$ cat src/rtl/imuoc_pkg.sv
// ----------------------------------------------------------------------------
// IMU offset calibrator package
// Field widths, operation and status codes shared by the calibrator RTL.
// ----------------------------------------------------------------------------
package imuoc_pkg;

	localparam int AXES    = 6;
	localparam int AXIS_W  = 3;
	localparam int RAW_W   = 16;
	localparam int SUM_W   = 32;
	localparam int OFF_W   = 25;
	localparam int TOTAL_W = 16;
	localparam int GRAV_W  = 15;
	localparam int OP_W    = 2;
	localparam int STAT_W  = 2;

	// Index of the z accelerometer axis, the one that carries gravity.
	localparam logic [AXIS_W-1:0] AXIS_ACCEL_Z = 3'd2;
	localparam logic [AXIS_W-1:0] AXIS_LAST    = 3'd5;

	localparam int RAW_MAX = 32767;
	localparam int RAW_MIN = -32768;

	localparam logic [OP_W-1:0] OP_BEGIN  = 2'd0;
	localparam logic [OP_W-1:0] OP_SAMPLE = 2'd1;
	localparam logic [OP_W-1:0] OP_APPLY  = 2'd2;
	localparam logic [OP_W-1:0] OP_FAIL   = 2'd3;

	localparam logic [STAT_W-1:0] STAT_OK        = 2'd0;
	localparam logic [STAT_W-1:0] STAT_ZERO_CNT  = 2'd1;
	localparam logic [STAT_W-1:0] STAT_READ_FAIL = 2'd2;
	localparam logic [STAT_W-1:0] STAT_NOT_CALIB = 2'd3;

	typedef logic signed [RAW_W-1:0] raw_t;
	typedef logic signed [OFF_W-1:0] off_t;
	typedef logic [SUM_W-1:0]        sum_t;

endpackage

$ cat src/rtl/imu_offset_calibrator.sv
// ----------------------------------------------------------------------------
// IMU offset calibrator
// Averages raw six-axis samples into Q-format offsets and corrects samples.
// ----------------------------------------------------------------------------
// The block takes one beat at a time and drops s_tready until that beat's
// result has been placed in the output register. A begin, a read failure or a
// sample that arrives while no run is open goes straight to the post state,
// which loads its result into the output register once that register is
// free. An ordinary calibration sample or an apply beat first walks the six
// axes through a single adder or subtractor, one axis a cycle. The sample
// that completes a run then also divides all six sums by sample_total in one
// shared restoring divider that produces one quotient bit a cycle; for each
// axis it loads the dividend, steps through its bits and stores the offset.
// A finished result waits in the output register while the next beat is
// already being taken.
module imu_offset_calibrator
	import imuoc_pkg::*;
#(
	parameter int COUNT_BITS = 16,
	parameter int FRAC_BITS  = 8
) (
	input  logic                       clk,
	input  logic                       arst_n,
	// Input stream.
	input  logic                       s_tvalid,
	output logic                       s_tready,
	// s_tdata: accel_x[15:0], accel_y[31:16], accel_z[47:32],
	//          gyro_x[63:48], gyro_y[79:64], gyro_z[95:80]
	input  logic [AXES*RAW_W-1:0]      s_tdata,
	// s_tuser: operation[1:0]
	input  logic [OP_W-1:0]            s_tuser,
	// Result stream.
	output logic                       m_tvalid,
	input  logic                       m_tready,
	// m_tdata: out_accel_x[24:0], out_accel_y[49:25], out_accel_z[74:50],
	//          out_gyro_x[99:75], out_gyro_y[124:100], out_gyro_z[149:125],
	//          zero padding[151:150]
	output logic [151:0]               m_tdata,
	// m_tuser: status[1:0], calib_done[2]
	output logic [2:0]                 m_tuser,
	// Register port.
	input  logic                       psel,
	input  logic                       penable,
	input  logic                       pwrite,
	input  logic [2:0]                 paddr,
	input  logic [31:0]                pwdata,
	output logic [31:0]                prdata,
	output logic                       pready
);

	// Dividend width: a 32-bit sum magnitude scaled by the fractional bits.
	localparam int NW   = SUM_W + FRAC_BITS;
	localparam int BCW  = $clog2(NW);
	// Signed quotient with room for the gravity subtraction.
	localparam int QW   = NW + 2;
	localparam int CMPW = (COUNT_BITS > TOTAL_W) ? COUNT_BITS : TOTAL_W;
	// Apply path width: scaled raw value minus offset, plus a bit for negation.
	localparam int DW   = ((RAW_W + FRAC_BITS > OFF_W) ? RAW_W + FRAC_BITS : OFF_W) + 2;

	localparam logic signed [QW-1:0] Q_MAX = QW'((64'sd1 <<< (OFF_W - 1)) - 64'sd1);
	localparam logic signed [QW-1:0] Q_MIN = -Q_MAX - QW'(1);
	localparam logic signed [DW-1:0] D_MAX = DW'(RAW_MAX);
	localparam logic signed [DW-1:0] D_MIN = DW'(RAW_MIN);

	localparam logic [2:0] ST_IDLE  = 3'd0;
	localparam logic [2:0] ST_ACC   = 3'd1;
	localparam logic [2:0] ST_DLOAD = 3'd2;
	localparam logic [2:0] ST_DIV   = 3'd3;
	localparam logic [2:0] ST_FIN   = 3'd4;
	localparam logic [2:0] ST_APPLY = 3'd5;
	localparam logic [2:0] ST_POST  = 3'd6;

	logic [2:0]            state_q;
	logic [AXIS_W-1:0]     axis_q;
	logic [BCW-1:0]        bit_q;
	raw_t                  raw_q [AXES];
	sum_t                  sums_q [AXES];
	off_t                  offs_q [AXES];
	logic [COUNT_BITS-1:0] cnt_q;
	logic                  calib_q;
	logic                  neg_q;
	logic [TOTAL_W-1:0]    rem_q;
	logic [NW-1:0]         num_q;
	off_t                  val_q [AXES];
	logic [STAT_W-1:0]     status_q;
	logic                  done_q;
	logic                  m_tvalid_q;
	off_t                  m_val_q [AXES];
	logic [STAT_W-1:0]     m_status_q;
	logic                  m_done_q;
	logic [TOTAL_W-1:0]    sample_total_q;
	logic [GRAV_W-1:0]     gravity_q;

	logic                  in_fire;
	logic                  cfg_write;
	logic                  out_load;

	// Accumulate path.
	sum_t                  acc_sum;
	logic [COUNT_BITS-1:0] cnt_next;
	logic                  run_hit;

	// Divider load and step.
	sum_t                  sum_sel;
	logic                  sum_neg;
	sum_t                  sum_mag;
	logic [TOTAL_W:0]      div_shift;
	logic [TOTAL_W+1:0]    div_diff;
	logic                  div_ge;
	logic [TOTAL_W-1:0]    rem_next;

	// Divider finish.
	logic signed [QW-1:0]  q_signed;
	logic signed [QW-1:0]  q_grav;
	logic signed [QW-1:0]  q_clamp;

	// Apply path.
	logic signed [DW-1:0]  ap_diff;
	logic signed [DW-1:0]  ap_mag;
	logic signed [DW-1:0]  ap_trunc;
	logic signed [DW-1:0]  ap_res;
	logic signed [DW-1:0]  ap_sat;

	assign s_tready  = (state_q == ST_IDLE);
	assign in_fire   = s_tvalid && s_tready;
	assign cfg_write = psel && penable && pwrite && pready;
	assign out_load  = (state_q == ST_POST) && (!m_tvalid_q || m_tready);

	assign pready = 1'b1;
	assign prdata = paddr[2] ? 32'(gravity_q) : 32'(sample_total_q);

	assign m_tvalid = m_tvalid_q;
	assign m_tuser  = {m_done_q, m_status_q};
	assign m_tdata  = {2'b00, m_val_q[5], m_val_q[4], m_val_q[3],
		m_val_q[2], m_val_q[1], m_val_q[0]};

	always_comb begin
		acc_sum  = sums_q[axis_q] + SUM_W'(raw_q[axis_q]);
		cnt_next = cnt_q + 1'b1;
		run_hit  = (CMPW'(cnt_next) == CMPW'(sample_total_q)) && (sample_total_q != '0);

		sum_sel = sums_q[axis_q];
		sum_neg = sum_sel[SUM_W-1];
		sum_mag = sum_neg ? (SUM_W'(0) - sum_sel) : sum_sel;

		// One restoring step: bring down the next dividend bit.
		div_shift = {rem_q, num_q[NW-1]};
		div_diff  = {1'b0, div_shift} - {2'b00, sample_total_q};
		div_ge    = !div_diff[TOTAL_W+1];
		rem_next  = div_ge ? div_diff[TOTAL_W-1:0] : div_shift[TOTAL_W-1:0];

		q_signed = neg_q ? -$signed({2'b00, num_q}) : $signed({2'b00, num_q});
		q_grav   = q_signed;
		if (axis_q == AXIS_ACCEL_Z) begin
			q_grav = q_signed - $signed(QW'(gravity_q) << FRAC_BITS);
		end
		if (q_grav > Q_MAX) begin
			q_clamp = Q_MAX;
		end else if (q_grav < Q_MIN) begin
			q_clamp = Q_MIN;
		end else begin
			q_clamp = q_grav;
		end

		// Subtract the offset, then drop the fraction rounding toward zero.
		ap_diff  = (DW'(raw_q[axis_q]) <<< FRAC_BITS) - DW'(offs_q[axis_q]);
		ap_mag   = ap_diff[DW-1] ? -ap_diff : ap_diff;
		ap_trunc = ap_mag >> FRAC_BITS;
		ap_res   = ap_diff[DW-1] ? -ap_trunc : ap_trunc;
		if (ap_res > D_MAX) begin
			ap_sat = D_MAX;
		end else if (ap_res < D_MIN) begin
			ap_sat = D_MIN;
		end else begin
			ap_sat = ap_res;
		end
	end

	// Configuration registers.
	always_ff @(posedge clk or negedge arst_n) begin
		if (!arst_n) begin
			sample_total_q <= TOTAL_W'(64);
			gravity_q      <= GRAV_W'(16384);
		end else if (cfg_write) begin
			if (paddr[2]) begin
				gravity_q <= pwdata[GRAV_W-1:0];
			end else begin
				sample_total_q <= pwdata[TOTAL_W-1:0];
			end
		end
	end

	// Sequencer and calibration state.
	always_ff @(posedge clk or negedge arst_n) begin
		if (!arst_n) begin
			state_q <= ST_IDLE;
			axis_q  <= '0;
			bit_q   <= '0;
			cnt_q   <= '0;
			calib_q <= 1'b0;
			for (int i = 0; i < AXES; i++) begin
				sums_q[i] <= '0;
				offs_q[i] <= '0;
			end
		end else begin
			unique case (state_q)
				ST_IDLE: begin
					if (in_fire) begin
						axis_q <= '0;
						unique case (s_tuser)
							OP_BEGIN: begin
								if (sample_total_q == '0) begin
									calib_q <= 1'b0;
								end else begin
									for (int i = 0; i < AXES; i++) begin
										sums_q[i] <= '0;
										offs_q[i] <= '0;
									end
									cnt_q   <= '0;
									calib_q <= 1'b1;
								end
								state_q <= ST_POST;
							end
							OP_SAMPLE: begin
								state_q <= calib_q ? ST_ACC : ST_POST;
							end
							OP_APPLY: begin
								state_q <= ST_APPLY;
							end
							OP_FAIL: begin
								calib_q <= 1'b0;
								state_q <= ST_POST;
							end
							default: begin
								state_q <= ST_POST;
							end
						endcase
					end
				end
				ST_ACC: begin
					sums_q[axis_q] <= acc_sum;
					if (axis_q == AXIS_LAST) begin
						cnt_q  <= cnt_next;
						axis_q <= '0;
						if (run_hit) begin
							calib_q <= 1'b0;
							state_q <= ST_DLOAD;
						end else begin
							state_q <= ST_POST;
						end
					end else begin
						axis_q <= axis_q + 1'b1;
					end
				end
				ST_DLOAD: begin
					bit_q   <= BCW'(NW - 1);
					state_q <= ST_DIV;
				end
				ST_DIV: begin
					bit_q <= bit_q - 1'b1;
					if (bit_q == '0) begin
						state_q <= ST_FIN;
					end
				end
				ST_FIN: begin
					offs_q[axis_q] <= q_clamp[OFF_W-1:0];
					if (axis_q == AXIS_LAST) begin
						state_q <= ST_POST;
					end else begin
						axis_q  <= axis_q + 1'b1;
						state_q <= ST_DLOAD;
					end
				end
				ST_APPLY: begin
					if (axis_q == AXIS_LAST) begin
						state_q <= ST_POST;
					end else begin
						axis_q <= axis_q + 1'b1;
					end
				end
				ST_POST: begin
					if (out_load) begin
						state_q <= ST_IDLE;
					end
				end
				default: begin
					state_q <= ST_IDLE;
				end
			endcase
		end
	end

	// Working payload: captured sample, divider datapath and result values.
	always_ff @(posedge clk) begin
		if (in_fire) begin
			for (int i = 0; i < AXES; i++) begin
				raw_q[i] <= raw_t'(s_tdata[i*RAW_W +: RAW_W]);
				val_q[i] <= '0;
			end
			done_q <= 1'b0;
			case (s_tuser)
				OP_BEGIN:  status_q <= (sample_total_q == '0) ? STAT_ZERO_CNT : STAT_OK;
				OP_SAMPLE: status_q <= calib_q ? STAT_OK : STAT_NOT_CALIB;
				OP_FAIL:   status_q <= STAT_READ_FAIL;
				default:   status_q <= STAT_OK;
			endcase
		end
		if (state_q == ST_ACC && axis_q == AXIS_LAST && run_hit) begin
			done_q <= 1'b1;
		end
		if (state_q == ST_DLOAD) begin
			neg_q <= sum_neg;
			rem_q <= '0;
			num_q <= NW'(sum_mag) << FRAC_BITS;
		end
		if (state_q == ST_DIV) begin
			rem_q <= rem_next;
			num_q <= {num_q[NW-2:0], div_ge};
		end
		if (state_q == ST_FIN) begin
			val_q[axis_q] <= q_clamp[OFF_W-1:0];
		end
		if (state_q == ST_APPLY) begin
			val_q[axis_q] <= ap_sat[OFF_W-1:0];
		end
	end

	// Output register.
	always_ff @(posedge clk or negedge arst_n) begin
		if (!arst_n) begin
			m_tvalid_q <= 1'b0;
		end else if (out_load) begin
			m_tvalid_q <= 1'b1;
		end else if (m_tready) begin
			m_tvalid_q <= 1'b0;
		end
	end

	always_ff @(posedge clk) begin
		if (out_load) begin
			m_status_q <= status_q;
			m_done_q   <= done_q;
			for (int i = 0; i < AXES; i++) begin
				m_val_q[i] <= val_q[i];
			end
		end
	end

	// The divider never starts a step with a remainder at or above the divisor.
	a_rem_below_divisor: assert property (@(posedge clk) disable iff (!arst_n)
		(state_q == ST_DIV) |-> (rem_q < sample_total_q))
		else $error("divider remainder not below divisor");

	// A run is closed before its division begins.
	a_div_not_calibrating: assert property (@(posedge clk) disable iff (!arst_n)
		(state_q == ST_DLOAD || state_q == ST_DIV || state_q == ST_FIN) |-> !calib_q)
		else $error("division while calibration run still open");

	// Finished offsets are only ever reported with an ok status.
	a_done_ok: assert property (@(posedge clk) disable iff (!arst_n)
		(out_load && done_q) |-> (status_q == STAT_OK))
		else $error("calibration done reported with error status");

	// Loading the output register returns the sequencer to idle with a valid result.
	a_post_to_idle: assert property (@(posedge clk) disable iff (!arst_n)
		out_load |=> (state_q == ST_IDLE) && m_tvalid_q)
		else $error("result load did not present a beat");

endmodule
$ cat config.mk
export PLATFORM = sky130hd
export DESIGN_NAME = imu_offset_calibrator
export DESIGN_NICKNAME = d
export VERILOG_FILES = /design/src/rtl/imuoc_pkg.sv /design/src/rtl/imu_offset_calibrator.sv
export SDC_FILE = /design/constraint.sdc
export NUM_CORES = 2
export LEC_CHECK = 0
export ABC_AREA = 1
export BUFFER_PORTS_ARGS = -buffer_cell sky130_fd_sc_hd__clkbuf_2
export CAP_MARGIN = 20
export CORE_AREA = 3 3 215 374
export DETAILED_ROUTE_END_ITERATION = 16
export DIE_AREA = 0 0 218 377
export PLACE_DENSITY = 0.76
export SLEW_MARGIN = 15
export SYNTH_ARGS = -nofsm -noshare
export SYNTH_HDL_FRONTEND = slang
export SYNTH_SLANG_ARGS = --single-unit
$ cat constraint.sdc
create_clock -name clk -period 7.87 [get_ports clk]
set_input_delay 0.787 -clock clk [delete_from_list [all_inputs] [get_ports clk]]
set_output_delay 0.787 -clock clk [all_outputs]
set_load 0.05 [all_outputs]
======== Word-level counts from Yosys, hierarchy flattened ========
Memories as Yosys holds them, arrays and structs flattened.
Index checks and enable logic that the tools add are counted.
cells by class
  add/sub/neg operators ................... 11
  multiply operators ...................... 0
  divide/modulo/power cells ............... 0
  magnitude comparators ................... 6
  equal/unequal tests ..................... 22
  shift operators ......................... 0
  multiplexer cells ....................... 78
  bitwise operators ....................... 3
  reduce and logical (&&, ||, !) cells .... 32
operators by type and width
  kind                                                              number
  two-way mux 192 bit                                               3
  two-way mux 150 bit                                               3
  one-hot mux 192 bit (2 select lines)                              1
  one-hot mux 150 bit (2 select lines)                              1
  two-way mux 25 bit                                                9
  bitwise mux 192 bit                                               1
  bitwise mux 150 bit                                               1
  two-way mux 16 bit                                                8
  two-way mux 32 bit                                                4
  binary-select mux 32 bit (select 3 bit)                           1
  demux 32 bit (select 3 bit)                                       1
  two-way mux 42 bit                                                2
  two-way mux 40 bit                                                2
  binary-select mux 25 bit (select 3 bit)                           1
  demux 25 bit (select 3 bit)                                       1
  two-way mux 27 bit                                                2
  greater-than comparator 42 x 25 -> 1 bit (second input constant)  1
  less-than comparator 42 x 25 -> 1 bit (second input constant)     1
  negation 40 -> 42 bit                                             1
  subtractor 42 x 24 -> 42 bit                                      1
  two-way mux 3 bit                                                 12
  adder 32 bit                                                      1
  one-hot mux 16 bit (2 select lines)                               1
  subtractor 1 x 32 -> 32 bit (first input constant)                1
  other kinds (46)                                                  92
storage, ports and cells
  register bits after elaboration ......... 466
  latch bits .............................. 0
  bits in writable memories ............... 396
  ROM bits ................................ 0
  bits of input ports ..................... 140
  output and inout bits ................... 190
  logic and storage cells ................. 182
  memories kept ........................... 3
memories
  memory   words  width  read ports  clocked after Yosys merged registers in  write ports  RTL line                     text
  m_val_q  6      25     6           0                                        6            imu_offset_calibrator.sv:88  off_t m_val_q [AXES];
  val_q    6      25     6           0                                        6            imu_offset_calibrator.sv:84  off_t val_q [AXES];
  raw_q    6      16     1           0                                        6            imu_offset_calibrator.sv:76  raw_t raw_q [AXES];

======== Longest topological paths before layout ========
  depth in word-level cells ............... 14
  depth in mapped cells ................... 45
  gate-level depth less buffers ........... 39

======== Worst setup path after synthesis ========
Ideal clock, no wire load.
  kind .................................... reg-to-reg
  start ................................... register state_q[1]
  end ..................................... memory val_q[5][0] (netlist bit) (enable)
  library setup time ...................... 442 ps
  data arrival time ....................... 7,637 ps
  required time ........................... 7,428 ps
  path slack .............................. -209 ps
  cell stages (with the launch flop) ...... 8
  path buffers ............................ 0
  clock period less this slack ............ 8,079 ps
  cells stage by stage .................... dfrtp_1 -> nor2_1 -> inv_1 -> nor2_1 -> inv_1 -> nor2_1 -> inv_1 -> o21ai_0
RTL lines
  element                 RTL line                      text
  start, declared         imu_offset_calibrator.sv:73   logic [2:0] state_q;
  start signal, assigned  imu_offset_calibrator.sv:225  state_q <= calib_q ? ST_ACC : ST_POST;
  end, declared           imu_offset_calibrator.sv:84

======== Worst setup path after layout ========
  start ................................... register axis_q[2]
  end ..................................... register sums_q[62] (netlist bit)
between the ends
  cells in the longest elaborated chain, start to end .. 7
  elaborated cells on any way between the ends .. 13
  those cells by class .................... 1 x add/sub; 2 x order compare; 7 x mux; 1 x bitwise; 1 x reduce/logical; 1 x memory
RTL lines
  element                                                                               RTL line                                                    text
  start, declared                                                                       imu_offset_calibrator.sv:74                                 logic [AXIS_W-1:0] axis_q;
  start signal, assigned                                                                imu_offset_calibrator.sv:252                                axis_q <= axis_q + 1'b1;
  start signal, assigned                                                                imu_offset_calibrator.sv:270                                axis_q <= axis_q + 1'b1;
  start signal, assigned                                                                imu_offset_calibrator.sv:278                                axis_q <= axis_q + 1'b1;
  NOT 3 -> 4 bit (implied by the code)                                                  imu_offset_calibrator.sv:138, imu_offset_calibrator.sv:241
  binary-select mux 32 bit (select 3 bit) (tied with other cells)                       imu_offset_calibrator.sv:138                                acc_sum = sums_q[axis_q] + SUM_W'(raw_q[axis_q]);
  two-way mux 32 bit (implied by the code) / logical AND 1 bit (equally long branches)  imu_offset_calibrator.sv:138, imu_offset_calibrator.sv:241
  two-way mux 32 bit, on equally long branches                                          imu_offset_calibrator.sv:138, imu_offset_calibrator.sv:241
  adder 32 bit / demux 32 bit (select 3 bit) (equally long branches)                    imu_offset_calibrator.sv:138, imu_offset_calibrator.sv:241
  bitwise mux 192 bit (*)                                                               imu_offset_calibrator.sv:241                                sums_q[axis_q] <= acc_sum;
  one-hot mux 192 bit (2 select lines) (*)                                              imu_offset_calibrator.sv:206                                unique case (state_q)
  end signal, assigned by index                                                         imu_offset_calibrator.sv:241
  end, declared                                                                         imu_offset_calibrator.sv:77                                 sum_t sums_q [AXES];
Every way passes the cells marked *; elsewhere a longest branch is shown, timed or not. The select of a mux whose other input is x is not followed.
A chain may end at the register's enable or synchronous reset.

==> metrics.yaml <==
status: "finished clean"
initial_utilization_pct: 54.66
vias: 34591
worstHoldPathType: "input port to async pin"
final_net_count: 5171
drt-pass1-iter-count: 6
ff2ff_setup_slack_ns: 1.16
yosysMostFrequentCell: "nand2_1"
finalNonFillerCells: 6021
crit_end: "sums_q[62]"
cts_num_sinks: 862
place_congestion: 0.9635
fin_util_pct: 62.23
max_slew.worst_pin.slew_ns: 1.091
synth-edff-count: 458
grt_pass1_vias: 34196
drtIter0Drc: 3335
synth_cells: 4566
htree_levels: 3
yosys-top-cells-count: "nand2_1, inv_1, edfxtp_1, o21ai_0, dfrtp_1"
drc_errors: 0
yosys_warnings: 0
critical_path_arrival_ns: 7.25
setup_viol: 0
synthXorXnorAreaFrac_pct: 3.273
die_h_um: 377
die_x_um: 218
yosysSeqAreaShare_pct: 56.18
cp_slowest_cell: "nor4_1"
synth_compound_area_share_pct: 12.53
maxSlewHeadroom_pct: 25.37
synth.area.top_cells: "edfxtp_1, dfrtp_1, nand2_1"
drv_cap: 0
synth_top_cell_area_share_pct: 32.38
cts_max_path_buffers: 3
grt.overflow.total: 0
finalClockSkew_ns: 0.02776
dieArea_um2: 82190
postCtsSetupBuffers: 0
cts_tree: "built"
cts_buffers: 77
drtAntennaViolNets: 0
fp-row-count: 135
critical_path_class: "flop to flop"
dp_cells: 5881
hold_viol_final: 0
synth-main-ff-cell: "edfxtp_1"
reg2reg_depth: 32
synth_top_family_by_area: "simple AND/OR/NAND/NOR gates"
synth_cell_types: 63
dp_hpwl_um: 87440
ys_seq_elements: 862
period_needed_ns: 6.708
synth-simple-area-share_pct: 17.40
rr_startpoint: "axis_q[2]"
postCtsHoldBufs: 0
yosys.area.top_type: "edfxtp_1"
finalWirelength_um: 124100
fin_setup_tns_ns: 0
cts.clk_slew.worst_paths_ns: 0.07
antenna_found_initial: 1
drt-wirelength-per-cell_um: 20.62
synthArstFlopShare_pct: 46.75
rsz0062_at_grt: "false"
grt_max_degree: 143
period_share_pct: 85.23
clk_latency_ns: 0.68
r2r_end: "sums_q[62]"
grt_use_total_pct: 29.98
startpoint_type: "flop"
post_drt_via_cell_ratio: 5.745
cts_resized: 0
io_buffers: 292
crit_path_frequent_cell: "nand2_1"
grt_pass1_wl_um: 189500
crit_fanout: 17
slew_violations: 0
syn_area_um2: 42470
synthAdderAreaFrac_pct: 2.940
slowest_delay_ns: 0.62
required_ns: 8.41
core_area_um2: 77700
endpoint_kind: "flop"
io_pins: 330
root_buffer: "clkbuf_16"
critPathLaunch: "axis_q[2]"
syn_to_final_growth_pct: 13.85
synthMuxAreaShare_pct: 0
max_freq_mhz: 149.1
drive_gt1_share_pct: 14.78
syn_avg_cell_area_um2: 9.302
final cells by class:
cell class	instances	area, µm²
Clock inverter	38	491.7
Sequential cell	862	23860
Tap cell	1027	1285
Inverter	634	2385
Antenna cell	1	2.502
Fill cell	6389	29350
Multi-Input combinational cell	2909	15510
Timing Repair Buffer	449	2713
Clock buffer	101	2110
sequential cells by signal, indices dropped and copies added, names as in the netlist, 3 cells and up:
signal,flops
state_q,3
raw_q,96
cnt_q,16
sample_total_q,16
axis_q,3
sums_q,192
gravity_q,15
num_q,40
val_q,150
rem_q,16
m_val_q,150
bit_q,6
offs_q,150
cell usage in the layout (no fill, tap or decap), types with 14 or more instances in the layout:
master	n
nand3_2	15
a22oi_1	28
nor4_1	16
o211ai_1	14
clkbuf_1	17
xor2_1	106
nand2_2	36
nor2_2	37
dfrtp_1	400
edfxtp_1	458
nand3_1	170
clkbuf_2	291
o2111ai_1	22
nor3_1	65
a21oi_1	128
o22ai_1	244
o21ai_1	14
ha_1	95
nand2_1	932
nor2_4	20
inv_1	602
o21ai_0	404
buf_4	152
nor2_1	349
nand4_1	38
xnor2_1	49
inv_2	26
conb_1	19
clkbuf_16	79
per-layer routing:
metal  GRT usage (%)  vias to the layer above  part of all wire, %
met2           52.13                     1681                   50
met1           33.20                    16395                   34
met3           5.164                      524                  7.2
met5               0                        -                    0
met4           20.90                        0                  8.1
li1                -                    15991                    -
cells by family (layout without fill, tap and decap cells):
| group | after synthesis | in the layout |
|---|---|---|
| other | 2 | 20 |
| adder cells (fa/ha/maj) | 98 | 98 |
| flip-flops | 862 | 862 |
| XOR/XNOR | 157 | 157 |
| AND/OR/NAND/NOR | 1710 | 1710 |
| AO/OA/AOI/OAI | 925 | 925 |
| buffers and inverters | 812 | 1222 |
critical path: cells and delay by family (launching register included):
| family | cells | cell delay (ns) |
|---|---|---|
| compound gates | 10 | 1.98 |
| simple gates | 13 | 1.77 |
| buf+inv | 8 | 1.89 |
| fa+ha+maj | 1 | 0.44 |
| flops | 1 | 0.51 |
worst min path at each step:
| stage | startpoint | endpoint | slack, ns | depth (start not counted) |
|---|---|---|---|---|
| 6_report | arst_n | sums_q[75] | 0.25 | 1 |
| 5_1_grt | s_tdata[31] | raw_q[1][15] | 0.27 | 1 |
| 4_1_cts | s_tdata[63] | raw_q[3][15] | 0.26 | 1 |
| 3_5_place_dp | val_q[0][12] | m_val_q[0][12] | 0.40 | 0 |
| 3_3_place_gp | val_q[3][23] | m_val_q[3][23] | 0.40 | 0 |
| 2_1_floorplan | status_q[0] | m_status_q[0] | 0.40 | 0 |
per-stage QoR:
step                cell area (µm²)  worst slack (ns)  hold slack [ns]
global placement              45750             1.325           0.4003
floorplan                     42540           0.04331           0.4003
global route                  48350            0.7189           0.2670
finish                        48350             1.162           0.2478
CTS                           48350             1.212           0.2605
detailed placement            45750             1.220           0.4045
Power is not shown: default switching activity piles up to over one toggle a cycle in this logic, so the estimate is an artifact.
